## config.mk

```make
export PLATFORM = sky130hd
export DESIGN_NAME = sprite_frame_and_fade_animator_unit
export DESIGN_NICKNAME = d
export VERILOG_FILES = /design/src/rtl/sfa_pkg.sv /design/src/rtl/sfa_div.sv /design/src/rtl/sfa_ctrl.sv /design/src/rtl/sfa_dpath.sv /design/src/rtl/sprite_frame_and_fade_animator_unit.sv
export SDC_FILE = /design/constraint.sdc
export NUM_CORES = 2
export LEC_CHECK = 0
export BUFFER_PORTS_ARGS = -buffer_cell sky130_fd_sc_hd__buf_2
export CORE_MARGIN = 1.5
export CORE_UTILIZATION = 40
export CTS_BUF_LIST = sky130_fd_sc_hd__clkbuf_16
export CTS_CLUSTER_DIAMETER = 80
export DETAILED_ROUTE_END_ITERATION = 12
export GPL_TIMING_DRIVEN = 0
export PLACE_DENSITY = 0.61
export REMOVE_ABC_BUFFERS = 1
export SETUP_SLACK_MARGIN = 0.5
export SLEW_MARGIN = 20
export SYNTH_ARGS = -nofsm -noshare
export SYNTH_HDL_FRONTEND = slang
export SYNTH_SLANG_ARGS = --single-unit
export TNS_END_PERCENT = 50
```

## constraint.sdc

```tcl
create_clock -name clock -period 27.4 [get_ports clock]
set_clock_uncertainty 0.1 [all_clocks]
set_input_delay 1.37 -clock clock [delete_from_list [all_inputs] [get_ports clock]]
set_output_delay 1.37 -clock clock [all_outputs]
set_load 0.02 [all_outputs]
```

## src/rtl/sfa_pkg.sv

```systemverilog
// ----------------------------------------------------------------------------
// sfa_pkg
// Shared types, codes and constants of the sprite frame and fade animator:
// request and response payloads, channel settings layout, controller codes.
// ----------------------------------------------------------------------------
package sfa_pkg;

   localparam int NUM_CHAN = 4;
   localparam int CHAN_W   = $clog2(NUM_CHAN);

   // shared divider sizes
   localparam int DVD_W = 25;   // dividend / quotient width
   localparam int DSR_W = 17;   // divisor / remainder width
   localparam int CNT_W = $clog2(DVD_W);

   localparam logic [6:0]  FULL_PERCENT = 7'd100;
   localparam logic [55:0] SETTINGS_RESET = 56'h0080_00E4_C800_0201;

   // request op codes
   localparam logic OP_ADVANCE = 1'b0;
   localparam logic OP_QUERY   = 1'b1;

   // draw mode codes
   localparam logic [1:0] DRAW_HIDDEN      = 2'd0;
   localparam logic [1:0] DRAW_TRANSLUCENT = 2'd1;
   localparam logic [1:0] DRAW_OPAQUE      = 2'd2;

   typedef struct packed {
      logic        op;
      logic [15:0] elapsed;
      logic [1:0]  channel;
   } req_type;

   typedef struct packed {
      logic [7:0] frame_index;
      logic [6:0] alpha_percent;
      logic [1:0] draw_mode;
   } rsp_type;

   // per channel settings, msb first
   typedef struct packed {
      logic        mirror;
      logic [15:0] fade;
      logic [6:0]  end_pct;
      logic [6:0]  start_pct;
      logic [15:0] period;
      logic        pingpong;
      logic [7:0]  frames;
   } settings_type;

   typedef enum logic [3:0] {
      ST_IDLE,
      ST_DISPATCH,
      ST_A_TICK,
      ST_A_TICK_WAIT,
      ST_A_POS,
      ST_A_POS_WAIT,
      ST_A_POS_WR,
      ST_A_FADE,
      ST_A_FADE_WAIT,
      ST_A_FADE_WR,
      ST_Q_MUL,
      ST_Q_DIV,
      ST_Q_WAIT,
      ST_Q_OUT
   } ctrl_state_type;

   typedef enum logic [1:0] {
      DIV_TICK,
      DIV_POS,
      DIV_FADE,
      DIV_ALPHA
   } div_sel_type;

   // controller to datapath
   typedef struct packed {
      logic              accept;
      logic              div_start;
      div_sel_type       div_sel;
      logic              wr_tick;
      logic              wr_pos;
      logic              wr_fade;
      logic              mul_load;
      logic              rsp_load;
      logic [CHAN_W-1:0] chan;
   } cmd_type;

   // datapath to controller
   typedef struct packed {
      logic div_done;
      logic steps_nz;
      logic is_query;
   } status_type;

endpackage

```

## src/rtl/sfa_div.sv

```systemverilog
// ----------------------------------------------------------------------------
// sfa_div
// Shared unsigned restoring divider, one quotient bit per cycle. Quotient and
// remainder hold after done until the next start.
// ----------------------------------------------------------------------------
module sfa_div
   import sfa_pkg::*;
(
   input  logic             clock,
   input  logic             reset,
   input  logic             start,
   input  logic [DVD_W-1:0] dividend,
   input  logic [DSR_W-1:0] divisor,
   output logic             done,
   output logic [DVD_W-1:0] quot,
   output logic [DSR_W-1:0] rem
);

   logic             run_ff, run_in;
   logic             done_ff, done_in;
   logic [CNT_W-1:0] cnt_ff, cnt_in;
   logic [DVD_W-1:0] quot_ff, quot_in;
   logic [DSR_W-1:0] rem_ff, rem_in;
   logic [DSR_W-1:0] dsr_ff, dsr_in;
   logic [DSR_W:0]   shifted;
   logic [DSR_W:0]   trial;
   logic             fits;

   // one restoring step
   always_comb begin
      shifted = {rem_ff, quot_ff[DVD_W-1]};
      trial   = shifted - {1'b0, dsr_ff};
      fits    = (shifted >= {1'b0, dsr_ff});
   end

   // iteration control and data
   always_comb begin
      run_in  = run_ff;
      done_in = 1'b0;
      cnt_in  = cnt_ff;
      quot_in = quot_ff;
      rem_in  = rem_ff;
      dsr_in  = dsr_ff;
      if (start) begin
         run_in  = 1'b1;
         cnt_in  = CNT_W'(DVD_W - 1);
         quot_in = dividend;
         rem_in  = '0;
         dsr_in  = divisor;
      end else if (run_ff) begin
         quot_in = {quot_ff[DVD_W-2:0], fits};
         rem_in  = fits ? trial[DSR_W-1:0] : shifted[DSR_W-1:0];
         cnt_in  = cnt_ff - 1'b1;
         if (cnt_ff == '0) begin
            run_in  = 1'b0;
            done_in = 1'b1;
         end
      end
   end

   always_ff @(posedge clock) begin
      if (reset) begin
         run_ff  <= 1'b0;
         done_ff <= 1'b0;
      end else begin
         run_ff  <= run_in;
         done_ff <= done_in;
      end
   end

   always_ff @(posedge clock) begin
      cnt_ff  <= cnt_in;
      quot_ff <= quot_in;
      rem_ff  <= rem_in;
      dsr_ff  <= dsr_in;
   end

   assign done = done_ff;
   assign quot = quot_ff;
   assign rem  = rem_ff;

endmodule

```

## src/rtl/sfa_ctrl.sv

```systemverilog
// ----------------------------------------------------------------------------
// sfa_ctrl
// Controller: accepts requests, sequences the shared divider over the four
// channels on an advance, and through multiply, divide and output on a query.
// ----------------------------------------------------------------------------
module sfa_ctrl
   import sfa_pkg::*;
(
   input  logic       clock,
   input  logic       reset,
   input  logic       start,
   output logic       busy,
   output cmd_type    cmd,
   input  status_type status
);

   ctrl_state_type    state_ff, state_in;
   logic [CHAN_W-1:0] chan_ff, chan_in;
   logic              last_chan;

   assign last_chan = (chan_ff == CHAN_W'(NUM_CHAN - 1));

   // next state
   always_comb begin
      state_in = state_ff;
      chan_in  = chan_ff;
      case (state_ff)
         ST_IDLE: begin
            if (start) state_in = ST_DISPATCH;
         end
         ST_DISPATCH: begin
            chan_in  = '0;
            state_in = status.is_query ? ST_Q_MUL : ST_A_TICK;
         end
         ST_A_TICK:      state_in = ST_A_TICK_WAIT;
         ST_A_TICK_WAIT: begin
            if (status.div_done) state_in = ST_A_POS;
         end
         ST_A_POS:       state_in = status.steps_nz ? ST_A_POS_WAIT : ST_A_FADE;
         ST_A_POS_WAIT: begin
            if (status.div_done) state_in = ST_A_POS_WR;
         end
         ST_A_POS_WR:    state_in = ST_A_FADE;
         ST_A_FADE:      state_in = ST_A_FADE_WAIT;
         ST_A_FADE_WAIT: begin
            if (status.div_done) state_in = ST_A_FADE_WR;
         end
         ST_A_FADE_WR: begin
            if (last_chan) begin
               state_in = ST_IDLE;
            end else begin
               chan_in  = chan_ff + 1'b1;
               state_in = ST_A_TICK;
            end
         end
         ST_Q_MUL:       state_in = ST_Q_DIV;
         ST_Q_DIV:       state_in = ST_Q_WAIT;
         ST_Q_WAIT: begin
            if (status.div_done) state_in = ST_Q_OUT;
         end
         ST_Q_OUT:       state_in = ST_IDLE;
         default:        state_in = ST_IDLE;
      endcase
   end

   // command outputs
   always_comb begin
      cmd         = '0;
      cmd.div_sel = DIV_TICK;
      cmd.chan    = chan_ff;
      busy        = (state_ff != ST_IDLE);
      case (state_ff)
         ST_IDLE:      cmd.accept = start;
         ST_A_TICK: begin
            cmd.div_start = 1'b1;
            cmd.div_sel   = DIV_TICK;
         end
         ST_A_POS: begin
            cmd.wr_tick   = 1'b1;
            cmd.div_start = status.steps_nz;
            cmd.div_sel   = DIV_POS;
         end
         ST_A_POS_WR:  cmd.wr_pos = 1'b1;
         ST_A_FADE: begin
            cmd.div_start = 1'b1;
            cmd.div_sel   = DIV_FADE;
         end
         ST_A_FADE_WR: cmd.wr_fade = 1'b1;
         ST_Q_MUL:     cmd.mul_load = 1'b1;
         ST_Q_DIV: begin
            cmd.div_start = 1'b1;
            cmd.div_sel   = DIV_ALPHA;
         end
         ST_Q_OUT:     cmd.rsp_load = 1'b1;
         default:      cmd.accept = 1'b0;
      endcase
   end

   always_ff @(posedge clock) begin
      if (reset) begin
         state_ff <= ST_IDLE;
         chan_ff  <= '0;
      end else begin
         state_ff <= state_in;
         chan_ff  <= chan_in;
      end
   end

endmodule

```

## src/rtl/sfa_dpath.sv

```systemverilog
// ----------------------------------------------------------------------------
// sfa_dpath
// Datapath: per channel tick, frame and fade state, the shared divider and
// its operand selection, the alpha multiplier and the response register.
// ----------------------------------------------------------------------------
module sfa_dpath
   import sfa_pkg::*;
(
   input  logic                        clock,
   input  logic                        reset,
   input  req_type                     req_data,
   input  settings_type [NUM_CHAN-1:0] settings,
   input  cmd_type                     cmd,
   output status_type                  status,
   output logic                        rsp_strobe,
   output rsp_type                     rsp_data
);

   req_type     req_ff;
   logic [15:0] acc_ff  [NUM_CHAN];
   logic [8:0]  pos_ff  [NUM_CHAN];
   logic [16:0] fade_ff [NUM_CHAN];
   logic [23:0] prod_mag_ff, prod_mag_in;
   logic        prod_neg_ff, prod_neg_in;
   rsp_type     rsp_ff, rsp_in;
   logic        rsp_strobe_ff;

   logic [CHAN_W-1:0] idx;
   settings_type      cur;
   logic [15:0]       acc_cur;
   logic [8:0]        pos_cur;
   logic [16:0]       fade_cur;
   logic [7:0]        frames_eff;
   logic [15:0]       period_eff;
   logic [15:0]       fade_eff;
   logic [8:0]        cyc;
   logic [16:0]       fade_wrap;

   logic             div_start;
   logic [DVD_W-1:0] dvd;
   logic [DSR_W-1:0] dsr;
   logic             div_done;
   logic [DVD_W-1:0] quot;
   logic [DSR_W-1:0] rem;

   logic signed [7:0]  diff;
   logic signed [18:0] cfold;
   logic signed [26:0] prod;
   logic signed [25:0] qsgn;
   logic signed [25:0] ps;
   logic [8:0]         shown;

   // selected channel and effective settings
   always_comb begin
      idx        = (req_ff.op == OP_QUERY) ? req_ff.channel : cmd.chan;
      cur        = settings[idx];
      acc_cur    = acc_ff[idx];
      pos_cur    = pos_ff[idx];
      fade_cur   = fade_ff[idx];
      frames_eff = (cur.frames == '0) ? 8'd1 : cur.frames;
      period_eff = (cur.period == '0) ? 16'd1 : cur.period;
      fade_eff   = (cur.fade == '0) ? 16'd1 : cur.fade;
      if (!cur.pingpong)      cyc = {1'b0, frames_eff};
      else if (frames_eff > 8'd1) cyc = {frames_eff, 1'b0} - 9'd2;
      else                    cyc = 9'd1;
      fade_wrap  = cur.mirror ? {fade_eff, 1'b0} : {1'b0, fade_eff};
   end

   // divider operand selection
   always_comb begin
      case (cmd.div_sel)
         DIV_TICK: begin
            dvd = DVD_W'({1'b0, acc_cur} + {1'b0, req_ff.elapsed});
            dsr = {1'b0, period_eff};
         end
         DIV_POS: begin
            dvd = DVD_W'({9'b0, pos_cur} + {1'b0, quot[16:0]});
            dsr = DSR_W'(cyc);
         end
         DIV_FADE: begin
            dvd = DVD_W'({1'b0, fade_cur} + 18'd1);
            dsr = fade_wrap;
         end
         DIV_ALPHA: begin
            dvd = {1'b0, prod_mag_ff};
            dsr = {1'b0, fade_eff};
         end
         default: begin
            dvd = '0;
            dsr = DSR_W'(1);
         end
      endcase
   end

   assign div_start = cmd.div_start;

   sfa_div u_div (
      .clock    (clock),
      .reset    (reset),
      .start    (div_start),
      .dividend (dvd),
      .divisor  (dsr),
      .done     (div_done),
      .quot     (quot),
      .rem      (rem)
   );

   assign status.div_done = div_done;
   assign status.steps_nz = (quot != '0);
   assign status.is_query = (req_ff.op == OP_QUERY);

   // alpha slope times folded fade counter
   always_comb begin
      diff = $signed({1'b0, cur.end_pct}) - $signed({1'b0, cur.start_pct});
      if (cur.mirror && (fade_cur >= {1'b0, fade_eff}))
         cfold = $signed({2'b0, fade_eff, 1'b0}) - $signed({2'b0, fade_cur});
      else
         cfold = $signed({2'b0, fade_cur});
      prod        = diff * cfold;
      prod_neg_in = prod[26];
      prod_mag_in = prod[26] ? 24'(-prod) : prod[23:0];
   end

   // response: folded frame, clamped alpha, draw mode
   always_comb begin
      shown = pos_cur;
      if (cur.pingpong && (pos_cur >= {1'b0, frames_eff}))
         shown = (pos_cur <= cyc) ? (cyc - pos_cur) : 9'd0;
      qsgn = prod_neg_ff ? -$signed({2'b0, quot[23:0]}) : $signed({2'b0, quot[23:0]});
      ps   = $signed({19'b0, cur.start_pct}) + qsgn;
      rsp_in.frame_index = shown[7:0];
      if (ps[25])                      rsp_in.alpha_percent = 7'd0;
      else if (ps > 26'sd100)          rsp_in.alpha_percent = FULL_PERCENT;
      else                             rsp_in.alpha_percent = ps[6:0];
      if (rsp_in.alpha_percent == FULL_PERCENT) rsp_in.draw_mode = DRAW_OPAQUE;
      else if (rsp_in.alpha_percent != 7'd0)    rsp_in.draw_mode = DRAW_TRANSLUCENT;
      else                                      rsp_in.draw_mode = DRAW_HIDDEN;
   end

   // per channel animation state
   always_ff @(posedge clock) begin
      if (reset) begin
         for (int i = 0; i < NUM_CHAN; i++) begin
            acc_ff[i]  <= '0;
            pos_ff[i]  <= '0;
            fade_ff[i] <= '0;
         end
      end else begin
         if (cmd.wr_tick) acc_ff[idx]  <= rem[15:0];
         if (cmd.wr_pos)  pos_ff[idx]  <= rem[8:0];
         if (cmd.wr_fade) fade_ff[idx] <= rem[16:0];
      end
   end

   // response strobe
   always_ff @(posedge clock) begin
      if (reset) rsp_strobe_ff <= 1'b0;
      else       rsp_strobe_ff <= cmd.rsp_load;
   end

   // payload registers
   always_ff @(posedge clock) begin
      if (cmd.accept)   req_ff <= req_data;
      if (cmd.mul_load) begin
         prod_mag_ff <= prod_mag_in;
         prod_neg_ff <= prod_neg_in;
      end
      if (cmd.rsp_load) rsp_ff <= rsp_in;
   end

   assign rsp_strobe = rsp_strobe_ff;
   assign rsp_data   = rsp_ff;

endmodule

```

## src/rtl/sprite_frame_and_fade_animator_unit.sv

```systemverilog
// ----------------------------------------------------------------------------
// sprite_frame_and_fade_animator_unit
// Four channel sprite animator: frame stepping with optional ping-pong and a
// mirrored alpha fade, configured through a register port.
// ----------------------------------------------------------------------------
//  channel    ports                      handshake
//  request    start, busy, req_data      taken when start is high, busy low
//  response   rsp_strobe, rsp_data       one cycle per query, no stall
//  config     psel/penable/pwrite/...    apb style, 64 bit, no wait states
//
// an advance keeps busy high while, per channel, the shared divider runs for
// the tick sum, for the frame position only when a whole period passed, and
// for the fade counter
// a query keeps busy high through fold and multiply, one divide, response
// reset is synchronous; all channels reset to zero state and default settings
// the response strobe comes in the cycle after the last busy cycle
// ----------------------------------------------------------------------------
module sprite_frame_and_fade_animator_unit
   import sfa_pkg::*;
(
   input  logic        clock,
   input  logic        reset,
   input  logic        start,
   output logic        busy,
   input  req_type     req_data,
   output logic        rsp_strobe,
   output rsp_type     rsp_data,
   input  logic        psel,
   input  logic        penable,
   input  logic        pwrite,
   input  logic [4:0]  paddr,
   input  logic [63:0] pwdata,
   output logic [63:0] prdata,
   output logic        pready
);

   settings_type [NUM_CHAN-1:0] settings_ff;
   logic [CHAN_W-1:0]           csr_idx;
   logic                        csr_write;
   cmd_type                     cmd;
   status_type                  status;

   // register port decode
   assign csr_idx   = paddr[4:3];
   assign csr_write = psel && penable && pwrite;
   assign pready    = 1'b1;
   assign prdata    = {8'b0, settings_ff[csr_idx]};

   always_ff @(posedge clock) begin
      if (reset) begin
         for (int i = 0; i < NUM_CHAN; i++) settings_ff[i] <= SETTINGS_RESET;
      end else if (csr_write) begin
         settings_ff[csr_idx] <= pwdata[55:0];
      end
   end

   sfa_ctrl u_ctrl (
      .clock  (clock),
      .reset  (reset),
      .start  (start),
      .busy   (busy),
      .cmd    (cmd),
      .status (status)
   );

   sfa_dpath u_dpath (
      .clock      (clock),
      .reset      (reset),
      .req_data   (req_data),
      .settings   (settings_ff),
      .cmd        (cmd),
      .status     (status),
      .rsp_strobe (rsp_strobe),
      .rsp_data   (rsp_data)
   );

   // a taken request keeps the block busy next cycle
   a_accept_busy: assert property (@(posedge clock) disable iff (reset)
      (start && !busy) |=> busy)
      else $error("request accepted but block not busy");

   // responses only leave once the controller is back idle
   a_rsp_idle: assert property (@(posedge clock) disable iff (reset)
      rsp_strobe |-> !busy)
      else $error("response while busy");

   // response strobe is a single cycle pulse
   a_rsp_pulse: assert property (@(posedge clock) disable iff (reset)
      rsp_strobe |=> !rsp_strobe)
      else $error("response strobe longer than one cycle");

   // draw mode follows clamped alpha
   a_draw_mode: assert property (@(posedge clock) disable iff (reset)
      rsp_strobe |-> (rsp_data.alpha_percent <= FULL_PERCENT) &&
                     ((rsp_data.draw_mode == DRAW_OPAQUE) ==
                      (rsp_data.alpha_percent == FULL_PERCENT)))
      else $error("draw mode does not match alpha");

endmodule

```

* Word-level counts from Yosys, hierarchy flattened
Memories as Yosys holds them, arrays and structs flattened.
Cells that the tools add are included.
** Word-level totals
- Flip-flop bits (word level) :: 358
- Memory bits (writable) :: 168
- Input bits :: 94
- Output and inout bits :: 84
- Word-level logic and storage cells :: 187
- Memories :: 3
** Memory list
- u_dpath.fade_ff :: depth 4, width 17, read ports 1, clocked after Yosys merged registers in 0, wr ports 4, line sfa_dpath.sv:22 : logic [16:0] fade_ff [NUM_CHAN];
- u_dpath.acc_ff :: depth 4, width 16, read ports 1, clocked after Yosys merged registers in 0, wr ports 4, line sfa_dpath.sv:20 : logic [15:0] acc_ff [NUM_CHAN];
- u_dpath.pos_ff :: depth 4, width 9, read ports 1, clocked after Yosys merged registers in 0, wr ports 4, line sfa_dpath.sv:21 : logic [8:0] pos_ff [NUM_CHAN];
** Operators by class
- Add/subtract/negate cells :: 13
- Multiply operators :: 1
- Magnitude comparators :: 9
- Equal/unequal tests :: 24
- Mux-type cells :: 69
- Bitwise logic cells :: 1
- Reductions and logical operators :: 22
** Operator list (count)
- $bmux W56 S2 :: 2
- $bwmux W224 :: 1
- $mux W56 :: 3
- $demux W56 S2 :: 1
- $pmux W25 S4 :: 1
- $pmux W17 S4 :: 1
- $pmux W4 S13 :: 1
- $mux W17 :: 3
- $mux W25 :: 2
- $mux W16 :: 3
- $logic_not A16 Y1 :: 2
- $mul A8 B19 Y27 :: 1
- $mux W9 :: 3
- $add A8 B26 Y26 :: 1
- $gt A26 B8 Y1 const B :: 1
- $mux W26 :: 1
- $neg A24 Y26 :: 1
- $mux W1 :: 25
- $reduce_bool A25 Y1 :: 1
- $eq A4 B4 Y1 const B :: 6
- $mux W24 :: 1
- $mux W4 :: 6
- $mux W8 :: 3
- $neg A24 Y24 :: 1
- other kinds (45) :: 68

* Logic depth before layout (Yosys ltp)
- Word-level depth :: 11
- Depth in mapped cells :: 42

* By module
From an unflattened synthesis, not the netlist that was laid out.
** Unflattened totals
- Cells, all modules :: 3581
- Area, all modules :: 37168.1 µm²
** By module, submodules not included
- sfa_dpath :: times used 1, cells each 2229, area an instance 22815.6 µm², sequential area each 6896.6 µm²
- sprite_frame_and_fade_animator_unit :: times used 1, cells each 930, area an instance 10163.5 µm², sequential area each 4484.3 µm²
- sfa_div :: times used 1, cells each 345, area an instance 3649.8 µm², sequential area each 1741.7 µm²
- sfa_ctrl :: times used 1, cells each 77, area an instance 539.3 µm², sequential area each 120.1 µm²

* Worst setup path after synthesis
No wires, ideal clock.
- Path type :: register -> register
- From :: reg u_dpath.req_ff, in the netlist u_dpath.status[0]
- To :: reg u_dpath.prod_mag_ff[20] (data pin)
- Library setup time :: 259 ps
- Arrival time :: 9674 ps
- Required time :: 27041 ps
- Slack :: 17367 ps
- Cell stages (with the launch flop) :: 37
- Period minus slack after synthesis :: 10033 ps
- Cell sequence :: edfxtp_1 -> buf_2 -> mux2i_1 -> clkbuf_1 -> clkbuf_1 -> mux4_2 -> nor4_1 -> a31o_2 -> ha_1 -> nor2b_1 -> o21a_1 -> o21a_1 -> o211ai_1 -> a21o_1 -> a211oi_1 -> o31ai_2 -> buf_2 -> mux2i_1 -> nor2_1 -> fa_1 -> fa_1 -> fa_1 -> inv_1 -> fa_1 -> inv_1 -> ha_1 -> a21o_1 -> or3_1 -> o221ai_1 -> a21o_1 -> a31oi_1 -> a21o_1 -> a21oi_1 -> xnor2_1 -> clkbuf_1 -> o21ai_0 -> xnor2_1
** On the way
- Longest elaborated chain between the ends :: 11
** RTL lines
- start, declared :: line sfa_dpath.sv:19 : req_type req_ff;
- start signal, assigned :: line sfa_dpath.sv:163 : if (cmd.accept) req_ff <= req_data;
- $mux W2 (*) :: line sfa_dpath.sv:55 : idx = (req_ff.op == OP_QUERY) ? req_ff.channel : cmd.chan;
- $bmux W56 S2 :: line sfa_dpath.sv:56 : cur = settings[idx];
- $mux W56 (implied by the code) :: line sfa_dpath.sv:56
- $logic_not A16 Y1 :: line sfa_dpath.sv:62 : fade_eff = (cur.fade == '0) ? 16'd1 : cur.fade;
- $mux W16 :: line sfa_dpath.sv:62
- $ge A17 B16 Y1 :: line sfa_dpath.sv:115 : if (cur.mirror && (fade_cur >= {1'b0, fade_eff}))
- $logic_and A1 B1 Y1 :: line sfa_dpath.sv:115
- $mux W19 :: line sfa_dpath.sv:115
- $mul A8 B19 Y27 (*) :: line sfa_dpath.sv:119 : prod = diff * cfold;
- $neg A24 Y24 :: line sfa_dpath.sv:121 : prod_mag_in = prod[26] ? 24'(-prod) : prod[23:0];
- $mux W24 (*) :: line sfa_dpath.sv:121
- via u_dpath.prod_mag_in[20] :: line sfa_dpath.sv:23 : logic [23:0] prod_mag_ff, prod_mag_in;
- end signal, assigned :: line sfa_dpath.sv:165 : prod_mag_ff <= prod_mag_in;
- end, declared :: line sfa_dpath.sv:23
The timed path passes the listed nets; every way through them passes the cells marked *. The select of a mux whose other input is x is not followed.
A chain may end at the register's enable or synchronous reset.

* Worst setup path in the final report
- From :: reg u_dpath.req_ff, in the netlist u_dpath.status[0]
- To :: reg u_dpath.prod_mag_ff[9] (data pin)
Same word-level chain as after synthesis.

==> impl_metrics.toml <==
[power_and_ir_drop]
leakagePower_nw = 15.8
powerDensity_nw_per_um2 = 74.5
power_mw = 2.95
irDropWorstVdd_mv = 0.0668

[drt]
vias_per_cell = 5.56
wl_per_cell_um = 20.4
ant_nets = 0
drt-pass1-iter-count = 9
route.detailed.drc = 0
routed_wl_um = 99700
drt_iter0_drc = 2190
vias = 27200

[flow_run]
cap_violations = 0

[floorplanning]
fp.dieH_um = 300
fp-row-count = 108
fp.dieW_um = 300
core_area_um2 = 87200
initial_utilization_pct = 40.6
dieArea_um2 = 90300
num_io_pins = 178

[sta]
slew_violations = 0
timing.fmax_mhz = 89.3
timing.final.crit_share_pct = 40.9
worst_pin_slew_ns = 1.18
final_hold_viol_count = 0
max_slew_margin_pct = 19.2
setup_viol = 0
setup_ws_ns = 16.20
setup-tns-final_ns = 0
fin_crit_ns = 11.20
rsz0062_at_grt = "false"

[hold_path]
min_from = "settings_ff[214]"
holdPathEnd = "settings_ff[214]"
hold_path.class = "reg2reg"
whs_path_depth = 2

[critical_path]
cp_slowest_cell = "mux2i_1"
endpoint_kind = "register"
r2r-start = "u_dpath.status[0]"
r2r_end = "u_dpath.prod_mag_ff[9]"
worstPathRequired_ns = 27.66
cp_max_fo = 17
reg2reg_slack_ns = 16.20
slowest_delay_ns = 0.83
arrival_ns = 11.46
reg2reg_depth = 38
worstSetupPathType = "reg2reg"
start_kind = "register"

[cts]
max-clock-path-buffers = 3
cts_resized = 0
post_cts_buffers = 0
cts_tree = "built"
htreeDepth = 2
clock_latency_ns = 0.66
cts_buffers = 57
cts_root_buffer = "clkbuf_16"
clock_sinks = 526
clk_pin_slew_ns = 0.07
cts_hold_buf = 0

[synthesis]
synth-seq-area-share_pct = 37.4
synth-edff-count = 271
synth_area_leaders = "edfxtp_1, dfxtp_1, mux4_2, fa_1, nand2_1"
synth_cells = 3640
avgSynthCellArea_um2 = 9.72
ys_ff_latch = 526
synth_common_cells = "nand2_1, a21oi_1, inv_1"
yosys_warnings = 0
synthDistinctLibCells = 88
synth_area_leader_cell = "edfxtp_1"
synth_top_area_share_pct = 23.0
synth.most_common_cell = "nand2_1"
syn_area_um2 = 35400
synth_ff_type = "edfxtp_1"
synth-async-reset-ratio_pct = 0

[place]
place_area_um2 = 37800
portBuffers = 157
routabilityCongestion = 0.899
place_ws_ns = 16.28
hpwlAfterDp_um = 71900

[global_routing]
grt_pass1_wl_um = 156000
grt_max_degree = 121
antenna_found_initial = 8
grt_usage_pct = 22.0
overflow = 0
first_global_vias = 26600

[finish]
num-fill-cells = 8247
final_net_count = 4080
syn2layout_area_growth_pct = 12.0
stdcell_area_um2 = 39600
drive_gt1_share_pct = 14.1

[outcome]
outcome = "complete, no violations"
cell usage in the layout (no fill, tap or decap), drive strengths merged, types with 20 or more instances in the layout:
| cell | count |
|---|---|
| clkbuf | 58 |
| edfxtp | 271 |
| ha | 168 |
| o31ai | 25 |
| fa | 126 |
| or3 | 23 |
| clkinv | 29 |
| nand2 | 584 |
| a21oi | 293 |
| a21o | 38 |
| xnor2 | 106 |
| and2 | 149 |
| o21ai | 90 |
| o21a | 20 |
| nor2 | 217 |
| nand4 | 25 |
| nand3b | 46 |
| nor4 | 26 |
| a222oi | 21 |
| a31oi | 20 |
| mux2i | 23 |
| and3 | 63 |
| nand3 | 38 |
| nor3 | 62 |
| xor2 | 55 |
| buf | 204 |
| dfxtp | 255 |
| mux4 | 151 |
| inv | 299 |
| nand2b | 42 |
stage by stage:
stage | hold slack, ns | util (%) | instances
final | 0.366 | 45.5 | 4898
after floorplan | 0.337 | - | 3429
after CTS | 0.364 | 45.5 | 4894
after global placement | 0.350 | 42.1 | 4741
after detailed placement | 0.356 | 43.4 | 4788
after global routing | 0.383 | 45.5 | 4896
registers in the layout, indices dropped and copies added (netlist names):
| name | cells |
|---|---|
| u_ctrl.chan_ff | 2 |
| u_dpath.rsp_data | 17 |
| u_dpath.fade_ff | 68 |
| u_dpath.u_div.dsr_ff | 17 |
| u_dpath.pos_ff | 36 |
| u_dpath.rsp_strobe | 1 |
| u_dpath.u_div.done | 1 |
| u_ctrl.state_ff | 4 |
| u_dpath.req_ff | 18 |
| settings_ff | 224 |
| u_dpath.status | 1 |
| u_dpath.prod_neg_ff | 1 |
| u_dpath.u_div.rem | 17 |
| u_dpath.acc_ff | 64 |
| u_dpath.u_div.run_ff | 1 |
| u_dpath.u_div.quot | 25 |
| u_dpath.prod_mag_ff | 24 |
| u_dpath.u_div.cnt_ff | 5 |
power by group:
| group | leakage, nW | switching, mW | internal, mW | total (mW) |
|---|---|---|---|---|
| clock | 0.926 | 0.336 | 0.415 | 0.750 |
| combinational | 10.1 | 0.717 | 0.501 | 1.22 |
| sequential | 4.75 | 0.0759 | 0.910 | 0.985 |
worst max-delay path, delay by kind of cell, from the launching register on:
| family | cells | cell delay [ns] |
|---|---|---|
| compound gates | 14 | 3.02 |
| simple gates | 5 | 0.77 |
| buf+inv | 8 | 1.26 |
| fa+ha+maj | 6 | 2.74 |
| mux | 3 | 1.92 |
| xor+xnor | 2 | 0.43 |
| flops | 1 | 0.66 |
metal layers:
layer  wire, um  GRT usage (%)  vias to the layer above
met1      42400           29.0                    13400
met5         39              0                        -
met4       2170           5.57                        6
met2      49600           38.1                      810
met3       5530           2.87                      124
li1           -              -                    12900
worst max path at each step:
| stage | start | to | slack (ns) | cells after the start |
|---|---|---|---|---|
| global route | u_dpath.status[0] | u_dpath.prod_mag_ff[5] | 15.60 | 38 |
| floorplan | u_dpath.status[0] | u_dpath.prod_mag_ff[22] | 14.54 | 35 |
| global placement | u_dpath.status[0] | u_dpath.prod_mag_ff[22] | 9.36 | 27 |
| CTS | u_dpath.status[0] | u_dpath.prod_mag_ff[5] | 16.18 | 38 |
| finish | u_dpath.status[0] | u_dpath.prod_mag_ff[9] | 16.20 | 38 |
| detailed placement | u_dpath.status[0] | u_dpath.prod_mag_ff[15] | 16.28 | 38 |
cell families after synthesis:
family | after synthesis | share of synthesized area [%]
XOR/XNOR | 161 | 4.03
adder cells (fa/ha/maj) | 294 | 13.1
flip-flops | 526 | 37.4
AND/OR/NAND/NOR | 1329 | 17.8
multiplexers | 187 | 10.7
AO/OA/AOI/OAI | 638 | 11.4
other | 2 | 0.0212
buffers and inverters | 503 | 5.60
layout make-up:
| class | count | area (um^2) | share of cell area [%] |
|---|---|---|---|
| timing repair buffer | 204 | 1650 | 4.16 |
| inverter | 285 | 1070 | 2.70 |
| sequential | 526 | 13200 | 33.4 |
| clock buffer | 58 | 1450 | 3.66 |
| multi-input combinational | 2618 | 20400 | 51.5 |
| tap | 1155 | 1450 | 3.65 |
| clock inverter | 48 | 362 | 0.912 |
| antenna | 4 | 10.0 | 0.0252 |
Power figures use the tool's default switching activity.
